**config.mk**
```make
export PLATFORM = sky130hd
export DESIGN_NAME = two_key_long_short_press_mode_control
export DESIGN_NICKNAME = d
export VERILOG_FILES = /design/src/design/tlsp_pkg.sv /design/src/design/two_key_long_short_press_mode_control.sv /design/src/design/tlsp_cfg_regs.sv /design/src/design/tlsp_key_unit.sv
export SDC_FILE = /design/constraint.sdc
export NUM_CORES = 1
export LEC_CHECK = 0
export BUFFER_PORTS_ARGS = -buffer_cell sky130_fd_sc_hd__buf_4
export CAP_MARGIN = 15
export CORE_AREA = 2 2 89 91
export CTS_BUF_LIST = sky130_fd_sc_hd__clkbuf_8 sky130_fd_sc_hd__clkbuf_16
export CTS_CLUSTER_SIZE = 24
export DETAILED_ROUTE_END_ITERATION = 12
export DIE_AREA = 0 0 91 93
export PLACE_DENSITY = 0.68
export SLEW_MARGIN = 20
export SYNTH_ARGS = -nofsm -noshare
export SYNTH_HDL_FRONTEND = slang
export SYNTH_SLANG_ARGS = --single-unit
```
**constraint.sdc**
```tcl
create_clock -name i_clk -period 11.2 [get_ports i_clk]
set_input_delay 2.24 -clock i_clk [delete_from_list [all_inputs] [get_ports i_clk]]
set_output_delay 2.24 -clock i_clk [all_outputs]
set_load 0.02 [all_outputs]
```
**src/design/tlsp_pkg.sv**
```systemverilog
`default_nettype none

package tlsp_pkg;

    // Hold counter limits
    localparam int unsigned COUNT_WIDTH_DEF = 8;
    localparam int unsigned HOLD_SAT        = 250;  // counter stops here
    localparam int unsigned HOLD_LATCH      = 220;  // value after a long press
    localparam int unsigned LONG_LIMIT      = 210;  // long press only below this
    localparam int unsigned SHORT_LIMIT     = 200;  // short release only below this

    // Configuration register map
    localparam int unsigned CFG_IDX_W = 2;
    localparam int unsigned CFG_DATA_W = 8;
    localparam logic [CFG_IDX_W-1:0] CFG_LONG_PRESS  = 2'd0;
    localparam logic [CFG_IDX_W-1:0] CFG_SHORT_MIN   = 2'd1;
    localparam logic [CFG_IDX_W-1:0] CFG_MOTOR_COUNT = 2'd2;
    localparam logic [CFG_IDX_W-1:0] CFG_HEAT_COUNT  = 2'd3;

    localparam logic [7:0] LONG_PRESS_RST  = 8'd100;
    localparam logic [6:0] SHORT_MIN_RST   = 7'd2;
    localparam logic [3:0] MOTOR_COUNT_RST = 4'd9;
    localparam logic [1:0] HEAT_COUNT_RST  = 2'd3;

    typedef struct packed {
        logic [7:0] long_press_ticks;
        logic [6:0] short_min_ticks;
        logic [3:0] motor_mode_count;
        logic [1:0] heat_mode_count;
    } t_cfg;

    typedef struct packed {
        logic long_press;
        logic short_press;
    } t_key_evt;

endpackage

`default_nettype wire

```
**src/design/two_key_long_short_press_mode_control.sv**
```systemverilog
// Two-key long/short press mode control.
// Input channel (i_in_valid / o_in_ready) carries one scan request: scan tick,
// two active-low key levels and the charger-present pin. Output channel
// (o_out_valid / i_out_ready) returns one result per request: work, motor
// mode, heat enable and level, charging flag and three one-shot pulses.
// Configuration is a plain write port (i_cfg_we, i_cfg_idx, i_cfg_data):
// index 0 long press ticks, 1 short minimum ticks, 2 motor mode count,
// 3 heat mode count. Write only while no request is in flight.
// Flow: a request is captured in the input register, then evaluated and
// written to the result register once that slot is free or being drained.
// Throughput: one request per cycle while the receiver takes results, set by the
// single evaluation step between input and result registers.
// Reset (synchronous, active low) clears both hold counters, work, heating,
// motor mode, charging flag and pulses, sets heat level to 1 and loads the
// configuration defaults. When the receiver stalls, the result holds, the
// input register fills and o_in_ready drops until the result is taken.
`default_nettype none

module two_key_long_short_press_mode_control #(
    parameter int unsigned COUNT_WIDTH = tlsp_pkg::COUNT_WIDTH_DEF
) (
    input  wire logic                             i_clk,
    input  wire logic                             i_rst_n,
    // configuration
    input  wire logic                             i_cfg_we,
    input  wire logic [tlsp_pkg::CFG_IDX_W-1:0]   i_cfg_idx,
    input  wire logic [tlsp_pkg::CFG_DATA_W-1:0]  i_cfg_data,
    // request channel
    input  wire logic                             i_in_valid,
    output logic                                  o_in_ready,
    input  wire logic                             i_scan_tick,
    input  wire logic                             i_key1_level,
    input  wire logic                             i_key2_level,
    input  wire logic                             i_charger_present,
    // result channel
    output logic                                  o_out_valid,
    input  wire logic                             i_out_ready,
    output logic                                  o_working,
    output logic [3:0]                            o_motor_mode,
    output logic                                  o_motor_refresh,
    output logic                                  o_heating,
    output logic [1:0]                            o_heat_mode,
    output logic                                  o_heat_timer_clear,
    output logic                                  o_charging,
    output logic                                  o_timers_clear
);

    tlsp_pkg::t_cfg     cfg;
    tlsp_pkg::t_key_evt key1_evt;
    tlsp_pkg::t_key_evt key2_evt;

    // input register
    logic r_in_valid;
    logic r_in_tick;
    logic r_in_key1;
    logic r_in_key2;
    logic r_in_chg;

    // result register; the mode fields double as the block state
    logic       r_out_valid;
    logic       r_work;
    logic [3:0] r_motor;
    logic       r_refresh;
    logic       r_heat;
    logic [1:0] r_level;
    logic       r_hclr;
    logic       r_chg;
    logic       r_tclr;

    logic       n_work;
    logic [3:0] n_motor;
    logic       n_refresh;
    logic       n_heat;
    logic [1:0] n_level;
    logic       n_hclr;
    logic [2:0] level_inc;

    logic advance;
    logic in_accept;

    // Advance the held request when the result slot is free or being drained.
    assign advance    = r_in_valid && (!r_out_valid || i_out_ready);
    assign o_in_ready = !r_in_valid || advance;
    assign in_accept  = i_in_valid && o_in_ready;

    tlsp_cfg_regs u_cfg (
        .i_clk      (i_clk),
        .i_rst_n    (i_rst_n),
        .i_cfg_we   (i_cfg_we),
        .i_cfg_idx  (i_cfg_idx),
        .i_cfg_data (i_cfg_data),
        .o_cfg      (cfg)
    );

    tlsp_key_unit #(.COUNT_WIDTH(COUNT_WIDTH)) u_key1 (
        .i_clk         (i_clk),
        .i_rst_n       (i_rst_n),
        .i_step        (advance),
        .i_clear       (r_in_chg),
        .i_tick        (r_in_tick),
        .i_level       (r_in_key1),
        .i_long_ticks  (cfg.long_press_ticks),
        .i_short_ticks (cfg.short_min_ticks),
        .o_evt         (key1_evt)
    );

    tlsp_key_unit #(.COUNT_WIDTH(COUNT_WIDTH)) u_key2 (
        .i_clk         (i_clk),
        .i_rst_n       (i_rst_n),
        .i_step        (advance),
        .i_clear       (r_in_chg),
        .i_tick        (r_in_tick),
        .i_level       (r_in_key2),
        .i_long_ticks  (cfg.long_press_ticks),
        .i_short_ticks (cfg.short_min_ticks),
        .o_evt         (key2_evt)
    );

    assign level_inc = {1'b0, r_level} + 3'd1;

    // Mode update: key 1 first, then key 2 sees the heat state key 1 left.
    always_comb begin
        n_work    = r_work;
        n_motor   = r_motor;
        n_refresh = 1'b0;
        n_heat    = r_heat;
        n_level   = r_level;
        n_hclr    = 1'b0;
        if (r_in_chg) begin
            // charger forces everything off; heat level is kept
            n_work    = 1'b0;
            n_heat    = 1'b0;
            n_motor   = '0;
            n_refresh = 1'b1;
        end else begin
            if (key1_evt.long_press) begin
                if (r_work) begin
                    n_work  = 1'b0;
                    n_heat  = 1'b0;
                    n_motor = '0;
                end else begin
                    n_work  = 1'b1;
                    n_motor = 4'd1;
                end
                n_refresh = 1'b1;
            end else if (key1_evt.short_press && r_work) begin
                // step the motor pattern with wrap back to one
                n_motor   = (r_motor < cfg.motor_mode_count) ? r_motor + 4'd1 : 4'd1;
                n_refresh = 1'b1;
            end

            if (key2_evt.long_press) begin
                if (n_heat) begin
                    n_heat = 1'b0;
                end else begin
                    n_heat  = 1'b1;
                    n_level = 2'd1;
                end
                n_hclr = 1'b1;
            end else if (key2_evt.short_press && n_heat) begin
                n_level = (level_inc > {1'b0, cfg.heat_mode_count}) ? 2'd1 : level_inc[1:0];
            end
        end
    end

    always_ff @(posedge i_clk) begin
        if (!i_rst_n) begin
            r_in_valid <= 1'b0;
        end else if (in_accept) begin
            r_in_valid <= 1'b1;
        end else if (advance) begin
            r_in_valid <= 1'b0;
        end
    end

    // payload of the input register needs no reset
    always_ff @(posedge i_clk) begin
        if (in_accept) begin
            r_in_tick <= i_scan_tick;
            r_in_key1 <= i_key1_level;
            r_in_key2 <= i_key2_level;
            r_in_chg  <= i_charger_present;
        end
    end

    always_ff @(posedge i_clk) begin
        if (!i_rst_n) begin
            r_out_valid <= 1'b0;
            r_work      <= 1'b0;
            r_motor     <= '0;
            r_refresh   <= 1'b0;
            r_heat      <= 1'b0;
            r_level     <= 2'd1;
            r_hclr      <= 1'b0;
            r_chg       <= 1'b0;
            r_tclr      <= 1'b0;
        end else begin
            if (advance) begin
                r_out_valid <= 1'b1;
                r_work      <= n_work;
                r_motor     <= n_motor;
                r_refresh   <= n_refresh;
                r_heat      <= n_heat;
                r_level     <= n_level;
                r_hclr      <= n_hclr;
                r_chg       <= r_in_chg;
                r_tclr      <= r_in_chg;
            end else if (i_out_ready) begin
                r_out_valid <= 1'b0;
            end
        end
    end

    assign o_out_valid        = r_out_valid;
    assign o_working          = r_work;
    assign o_motor_mode       = r_motor;
    assign o_motor_refresh    = r_refresh;
    assign o_heating          = r_heat;
    assign o_heat_mode        = r_level;
    assign o_heat_timer_clear = r_hclr;
    assign o_charging         = r_chg;
    assign o_timers_clear     = r_tclr;

    // work mode and a running motor pattern go together
    a_work_motor: assert property (@(posedge i_clk) disable iff (!i_rst_n)
        o_working == (o_motor_mode != 4'd0))
        else $error("work mode and motor pattern disagree");

    // heat level never leaves the range one and up
    a_level_nonzero: assert property (@(posedge i_clk) disable iff (!i_rst_n)
        o_heat_mode != 2'd0)
        else $error("heat level dropped to zero");

    // a charging result has everything off, no heat timer pulse and the timers clear pulse set
    a_charge_off: assert property (@(posedge i_clk) disable iff (!i_rst_n)
        o_out_valid && o_charging |->
            !o_working && !o_heating && !o_heat_timer_clear && o_timers_clear)
        else $error("charging result with outputs active");

    // an empty input register always takes a request
    a_in_ready: assert property (@(posedge i_clk) disable iff (!i_rst_n)
        !r_in_valid |-> o_in_ready)
        else $error("input stage empty but not ready");

    // a stalled result holds the mode state
    a_hold_state: assert property (@(posedge i_clk) disable iff (!i_rst_n)
        r_out_valid && !i_out_ready |=> $stable(r_motor) && $stable(r_level))
        else $error("state moved while result stalled");

endmodule

`default_nettype wire

```
**src/design/tlsp_cfg_regs.sv**
```systemverilog
`default_nettype none

module tlsp_cfg_regs (
    input  wire logic                             i_clk,
    input  wire logic                             i_rst_n,
    input  wire logic                             i_cfg_we,
    input  wire logic [tlsp_pkg::CFG_IDX_W-1:0]   i_cfg_idx,
    input  wire logic [tlsp_pkg::CFG_DATA_W-1:0]  i_cfg_data,
    output tlsp_pkg::t_cfg                        o_cfg
);

    tlsp_pkg::t_cfg r_cfg;

    always_ff @(posedge i_clk) begin
        if (!i_rst_n) begin
            r_cfg.long_press_ticks <= tlsp_pkg::LONG_PRESS_RST;
            r_cfg.short_min_ticks  <= tlsp_pkg::SHORT_MIN_RST;
            r_cfg.motor_mode_count <= tlsp_pkg::MOTOR_COUNT_RST;
            r_cfg.heat_mode_count  <= tlsp_pkg::HEAT_COUNT_RST;
        end else if (i_cfg_we) begin
            unique case (i_cfg_idx)
                tlsp_pkg::CFG_LONG_PRESS:  r_cfg.long_press_ticks <= i_cfg_data;
                tlsp_pkg::CFG_SHORT_MIN:   r_cfg.short_min_ticks  <= i_cfg_data[6:0];
                tlsp_pkg::CFG_MOTOR_COUNT: r_cfg.motor_mode_count <= i_cfg_data[3:0];
                tlsp_pkg::CFG_HEAT_COUNT:  r_cfg.heat_mode_count  <= i_cfg_data[1:0];
                default: ;
            endcase
        end
    end

    assign o_cfg = r_cfg;

endmodule

`default_nettype wire

```
**src/design/tlsp_key_unit.sv**
```systemverilog
`default_nettype none

module tlsp_key_unit #(
    parameter int unsigned COUNT_WIDTH = tlsp_pkg::COUNT_WIDTH_DEF
) (
    input  wire logic         i_clk,
    input  wire logic         i_rst_n,
    input  wire logic         i_step,       // request moves to the result stage
    input  wire logic         i_clear,      // charger present
    input  wire logic         i_tick,
    input  wire logic         i_level,      // 0 = pressed
    input  wire logic [7:0]   i_long_ticks,
    input  wire logic [6:0]   i_short_ticks,
    output tlsp_pkg::t_key_evt o_evt
);

    localparam logic [COUNT_WIDTH-1:0] SAT   = COUNT_WIDTH'(tlsp_pkg::HOLD_SAT);
    localparam logic [COUNT_WIDTH-1:0] LATCH = COUNT_WIDTH'(tlsp_pkg::HOLD_LATCH);
    localparam logic [COUNT_WIDTH-1:0] LLIM  = COUNT_WIDTH'(tlsp_pkg::LONG_LIMIT);
    localparam logic [COUNT_WIDTH-1:0] SLIM  = COUNT_WIDTH'(tlsp_pkg::SHORT_LIMIT);

    logic [COUNT_WIDTH-1:0] r_count;
    logic [COUNT_WIDTH-1:0] n_count;
    logic [COUNT_WIDTH-1:0] count_inc;
    logic                   sample;
    logic                   long_hit;
    logic                   short_hit;

    assign sample    = i_tick && !i_clear;
    // saturating increment, below the saturation point no wrap can occur
    assign count_inc = (r_count < SAT) ? r_count + COUNT_WIDTH'(1) : r_count;
    assign long_hit  = (count_inc > COUNT_WIDTH'(i_long_ticks)) && (count_inc < LLIM);
    assign short_hit = (r_count > COUNT_WIDTH'(i_short_ticks)) && (r_count < SLIM);

    always_comb begin
        n_count = r_count;
        if (i_clear) begin
            n_count = '0;
        end else if (i_tick) begin
            if (!i_level) begin
                n_count = long_hit ? LATCH : count_inc;
            end else begin
                n_count = '0;
            end
        end
    end

    always_ff @(posedge i_clk) begin
        if (!i_rst_n) begin
            r_count <= '0;
        end else if (i_step) begin
            r_count <= n_count;
        end
    end

    // long press first, short press second
    assign o_evt = {sample && !i_level && long_hit, sample && i_level && short_hit};

endmodule

`default_nettype wire

```
==> metrics, run 1 <==
Slew Limit Headroom=about three fifths; Clock Latency Late Sink=0.32 ns; critical path required time=8.96 ns; Synth Instances=between 400 and 500; Min-Delay Path Class=reg2reg; PD cells=slightly above 90 nW/µm²; largest cells by area after synthesis=dfxtp_1 27%, ha_1 13%, a21oi_1 4.8%; TritonCTS Sinks=54; Horiz. Die Dim=91 µm; CTS Buf Count=5; sequential area share after synthesis=30.5%; fin crit share=45.1%; Syn-to-layout area delta=11.5%; Leakage=1.76 nW; setup TNS=0 ns; WHS=about 0.47 ns; hold buffer count at CTS=0; GPL Wtd Cong=~0.87; post-synthesis net count=~500; Post-CTS Setup Inserts=0; Critical Path Start Type=input pin; CTS clock-pin slew for the worst setup and hold paths=0.10 ns; dominant cell type by area after synthesis=dfxtp_1; Max-Cap Viols=0; post_cts resized=0; # DRC=0; CP max FO=3; Switching Power=~0.000095 W; 1st-pass router iterations=4; dpl cell area=4000 µm²; initial antenna violation count=0; FF+latch count, synth=54; Slew @ Worst Pin=0.624 ns; Detailed Route Iter0 Violations=179; P_int=between 0.0002 and 0.0003 W; Logic pwr share=a little over 10%; Std-Cell Rows=32; design area=4110 µm²; critical path class=in2out; Critical Path End Type=output pin; synth warn=0; Routed Antenna Nets=0; I/O Buffers=32; Post-Route WL=9200 µm; I/O pins=33; most common cell after layout, fill and taps aside=dfxtp_1; Data arrival, critical path=between 2 and 3 ns; Initial Util=48.9%; core box area=7530 µm²; share of cells above drive strength 1=14.0%; WL/cell=16.2 µm; Seq pwr share=53.7%; Yosys cell types=between 60 and 70; die area=8460 µm²; ys async rst share=0%; Sw Share=25.2%; area fraction of the dominant cell type after synthesis=27.2%; final setup violation count=0; Clk pwr share=36.0%; CTS tree=yes; clk root buf=clkbuf_8; Post-Route Utilization=approximately 55%; cell area after synthesis=3680 µm²; Tmin final=5.05 ns; vias per cell=a little under 6; maximum clock frequency=198 MHz; GRT Total Usage=22.7%; Fin. Hold Viols=0; most frequent cells in the layout=50 x dfxtp_1, 38 x nand2_1, 38 x ha_1; H-tree level count=2; status=finished, final reports clean; post-DP HPWL=7050 µm; # diodes=0; vias in the first global route=3250; Post-synth EDFFs=4; Die Y=approximately 93 µm; Nets=522; RSZ-0062 raised after global routing=no; gr ovfl total=0; first-pass GRT wire length=15600 µm; maximum number of pins on one net before global-route repair=30; Main synth FF type=dfxtp_1; routed vias=3320; clock buffer depth=2; Final Max Slew Viols=0; final clock skew=0.0101 ns; Avg Cell Area, Syn=8.35 µm²; Max VDD drop=53.4 µV
[worst max-delay path, stage by stage]
cell and delay, ns:
buf_4 0.11, nor2b_1 0.19, nand2_1 0.10, buf_4 0.16
[per-layer routing]
| layer | vias up | GRT usage (%) | share of wire [%] |
|---|---|---|---|
| met5 | - | 0 | 0 |
| met4 | 0 | 7.58 | 1.9 |
| met3 | 15 | 2.74 | 3.6 |
| met2 | 85 | 40.9 | 49 |
| met1 | 1564 | 28.1 | 45 |
| li1 | 1656 | - | - |
[through the flow]
step | setup slack (ns) | instances | power, W
after CTS | 6.15 | 567 | 0.000379
after global placement | 6.16 | 559 | 0.000244
after detailed placement | 6.15 | 559 | 0.000246
final | 6.15 | 567 | 0.000377
after floorplan | 6.39 | 441 | 0.000230
after global routing | 6.09 | 567 | 0.000389
[power by group through the flow]
stage                     Sequential, W  Clock (W)  Combinational [W]
after CTS                      0.000203   0.000137          0.0000389
after global placement         0.000207          0          0.0000376
after global routing           0.000203   0.000143          0.0000435
after detailed placement       0.000207          0          0.0000385
after floorplan                0.000206          0          0.0000239
final                          0.000203   0.000136          0.0000386
[flip-flops by register name, indices dropped and copies added, names as in the netlist]
signal,flops
u_key1.r_count,8
u_cfg.o_cfg,21
o_heat_timer_clear,1
o_working,1
r_in_chg,1
u_key2.r_count,8
o_heat_mode,2
o_motor_refresh,1
r_in_tick,1
o_motor_mode,4
o_heating,1
r_in_key2,1
r_in_valid,1
o_timers_clear,1
o_out_valid,1
r_in_key1,1
[layout make-up]
type	count	area [µm²]
fillers	741	3420
clock inverters	3	41.3
repair buffers	36	270
multi-input cells	342	2380
flip-flops and latches	54	1120
clock buffers	5	68.8
inverters	25	93.8
well taps	102	128
[cells by family (layout without fill, tap and decap cells)]
group | after synthesis | in the layout | synth area share, %
xor+xnor | 5 | 5 | 1.19
mux | 16 | 16 | 4.42
compound gates | 123 | 123 | 22.7
fa+ha+maj | 39 | 39 | 13.5
flops | 54 | 54 | 30.5
buf+inv | 45 | 69 | 4.83
simple gates | 159 | 159 | 22.9
[cells in the mapped netlist (8+ instances only)]
cell type and count:
nand2_1 38, nand2b_1 8, o211ai_1 12, and2_1 9, inv_1 25, dfxtp_1 50
a21o_1 8, a21oi_1 35, mux2i_1 14, clkbuf_1 15, nand3_1 16, o21ai_0 20
ha_1 38, nor2_1 35
[path summary, 6_finish.rpt]
check                                      start  depth (start not counted)                           end  slack [ns]
setup / recovery                     i_out_ready                          4                    o_in_ready        6.15
hold / removal      o_motor_refresh$_SDFFE_PN0P_                          2  o_motor_refresh$_SDFFE_PN0P_        0.47
setup reg to reg  u_key1.r_count[1]$_SDFFE_PN0P_                         17   o_heat_mode[1]$_SDFFE_PN0P_        6.94
hold reg to reg     o_motor_refresh$_SDFFE_PN0P_                          2  o_motor_refresh$_SDFFE_PN0P_        0.47
Note: power is estimated with default switching activity, not from simulation.
==> run 2: changes to the inputs <==
--- a/config.mk
+++ b/config.mk
@@ -5,13 +5,14 @@
 export SDC_FILE = /design/constraint.sdc
 export NUM_CORES = 1
 export LEC_CHECK = 0
+export ABC_AREA = 1
 export BUFFER_PORTS_ARGS = -buffer_cell sky130_fd_sc_hd__buf_4
 export CAP_MARGIN = 15
-export CORE_AREA = 2 2 89 91
+export CORE_AREA = 2 2 87 89
 export CTS_BUF_LIST = sky130_fd_sc_hd__clkbuf_8 sky130_fd_sc_hd__clkbuf_16
 export CTS_CLUSTER_SIZE = 24
 export DETAILED_ROUTE_END_ITERATION = 12
-export DIE_AREA = 0 0 91 93
+export DIE_AREA = 0 0 89 91
 export PLACE_DENSITY = 0.68
 export SLEW_MARGIN = 20
 export SYNTH_ARGS = -nofsm -noshare
==> constraint.sdc (replaced) <==
create_clock -name i_clk -period 5.1 [get_ports i_clk]
set_input_delay 1.02 -clock i_clk [delete_from_list [all_inputs] [get_ports i_clk]]
set_output_delay 1.02 -clock i_clk [all_outputs]
set_load 0.02 [all_outputs]
==> metrics, run 2 <==
clock buffer depth=2; Clock Latency Late Sink=0.31 ns; Leakage=1.91 nW; critical path class=reg2reg; H-tree level count=2; clk root buf=clkbuf_8; Post-synth EDFFs=4; Seq. cell area=1120 µm²; Detailed Route Iter0 Violations=159; post-synthesis net count=546; final setup violation count=0; share of cells above drive strength 1=11.5%; Critical Path Start Type=flop; post-DP HPWL=6520 µm; Synth Instances=488; vias per cell=~5.1; first-pass GRT wire length=about 14000 µm; most common cell after layout, fill and taps aside=nand2_1; most frequent cells in the layout=98 x nand2_1, 73 x inv_1, 51 x a21oi_1; post_cts resized=0; Min-Delay Path Class=reg2reg; cell area after synthesis=3520 µm²; worst hold path depth=2; Avg Cell Area, Syn=approximately 7.2 µm²; Slew @ Worst Pin=0.849 ns; hold buffer count at CTS=0; WHS=0.472 ns; Data arrival, critical path=about 3.6 ns; ys async rst share=0%; Std-Cell Rows=31; die area=8100 µm²; area of the multi-input gates=2090 µm²; Horiz. Die Dim=about 89 µm; FF-to-FF path depth=17; Post-Route WL=8230 µm; filler cell count=731; status=finished, final reports clean; Yosys cell types=42; Post-synth top cells=98 x nand2_1, 73 x inv_1, 51 x a21oi_1, 50 x dfxtp_1, 40 x nor2_1; Max-Cap Viols=0; area fraction of the dominant cell type after synthesis=between 20% and 30%; routed vias=3183; largest cells by area after synthesis=dfxtp_1 28%, ha_1 13%, nand2_1 10%; count leader, synth=nand2_1; critical path required time=between 5 and 6 ns; dpl cell area=3870 µm²; GPL Wtd Cong=0.876; initial antenna violation count=0; pre-CTS setup slack=1.79 ns; Critical Path End Type=flop; gr ovfl total=0; maximum number of pins on one net before global-route repair=28; Post-CTS Setup Inserts=0; CTS tree=yes; # diodes=0; fin crit share=65.5%; Initial Util=49.4%; TritonCTS Sinks=54; Routed Antenna Nets=0; I/O Buffers=32; CTS Buf Count=5; Syn-to-layout area delta=12.3%; sequential area share after synthesis=31.8%; 1st-pass router iterations=4; vias in the first global route=2940; setup ws final=1.76 ns; Nets=579; # DRC=0; Fin. Hold Viols=0; dominant cell type by area after synthesis=dfxtp_1; PD cells=201 nW/µm²; Final Max Slew Viols=0; I/O pins=33; Max VDD drop=147 µV; CP max FO=7; Tmin final=3.34 ns; design area=3960 µm²; core box area=7140 µm²; setup TNS=0 ns; Post-Route Utilization=between 50% and 60%; Die Y=91 µm; FF+latch count, synth=between 50 and 60; final clock skew=0.00648 ns; Main synth FF type=dfxtp_1; max FFs per register=21; RSZ-0062 raised after global routing=no; WL/cell=13.2 µm; Slew Limit Headroom=43.3%; GRT Total Usage=21.2%; synth warn=0; maximum clock frequency=299 MHz; CTS clock-pin slew for the worst setup and hold paths=0.10 ns
run 2: cell count changes in the layout (fill, tap and decap cells not counted), sizes merged, moves of 11 or more:
cell   previous run  this run
nand2            39       106
mux2i            14         0
nand3            17        28
inv              26        74
a21oi            35        53
run 2: per-stage QoR:
step,power [W],instances
CTS,0.000805,621
global placement,0.000556,613
floorplan,0.000520,488
detailed placement,0.000558,613
finish,0.000796,621
global route,0.000835,621
run 2: logic make-up after synthesis:
| group | share of synthesized area, % |
|---|---|
| simple gates | 26.5 |
| compound gates | 17.1 |
| buf+inv | 8.84 |
| flops | 31.8 |
| fa+ha+maj | 14.1 |
| xor+xnor | 1.74 |
run 2: cell type report:
type                    instances  area share, %
clock buffers                   5           1.74
clock inverters                 3          0.506
inverters                      74           7.02
multi-input cells             352           52.8
flip-flops and latches         54           28.3
well taps                      99           3.13
repair buffers                 34           6.45
run 2: where the power goes:
part            total, W  internal [W]  switching, W
registers       0.000450      0.000441    0.00000872
logic          0.0000992     0.0000371     0.0000621
clock network   0.000247     0.0000971      0.000150
total           0.000796      0.000575      0.000221
run 2: layer usage:
| metal | up-vias | share of wire, % | track usage, % |
|---|---|---|---|
| met5 | - | 0 | 0 |
| met4 | 0 | 1.2 | 5.60 |
| met3 | 9 | 4.5 | 3.27 |
| met2 | 57 | 46 | 34.1 |
| met1 | 1432 | 48 | 29.4 |
| li1 | 1685 | - | - |
run 2: final timing paths:
path / slack [ns] / from / end
max: 1.76 / u_key2.r_count[1]$_SDFFE_PN0P_ / o_heat_mode[0]$_SDFFE_PN1P_
min reg2reg: 0.47 / u_cfg.o_cfg[4]$_SDFFE_PN0P_ / u_cfg.o_cfg[4]$_SDFFE_PN0P_
max reg2reg: 1.76 / u_key2.r_count[1]$_SDFFE_PN0P_ / o_heat_mode[0]$_SDFFE_PN1P_
min: 0.47 / u_cfg.o_cfg[4]$_SDFFE_PN0P_ / u_cfg.o_cfg[4]$_SDFFE_PN0P_
run 2: critical path, cell delays in order (launching register included):
cell and delay [ns]:
dfxtp_1 0.43, ha_1 0.20, nand2_1 0.07, nor2_1 0.20, nand3_1 0.12, xor2_1 0.14, nand2_1 0.10, ha_1 0.29
nand2_1 0.08, o41ai_1 0.54, nor2_4 0.12, nand3_2 0.13, inv_1 0.05, ha_1 0.19, nor3_1 0.35, nand2_1 0.10
nand2_1 0.07, nand3_1 0.06
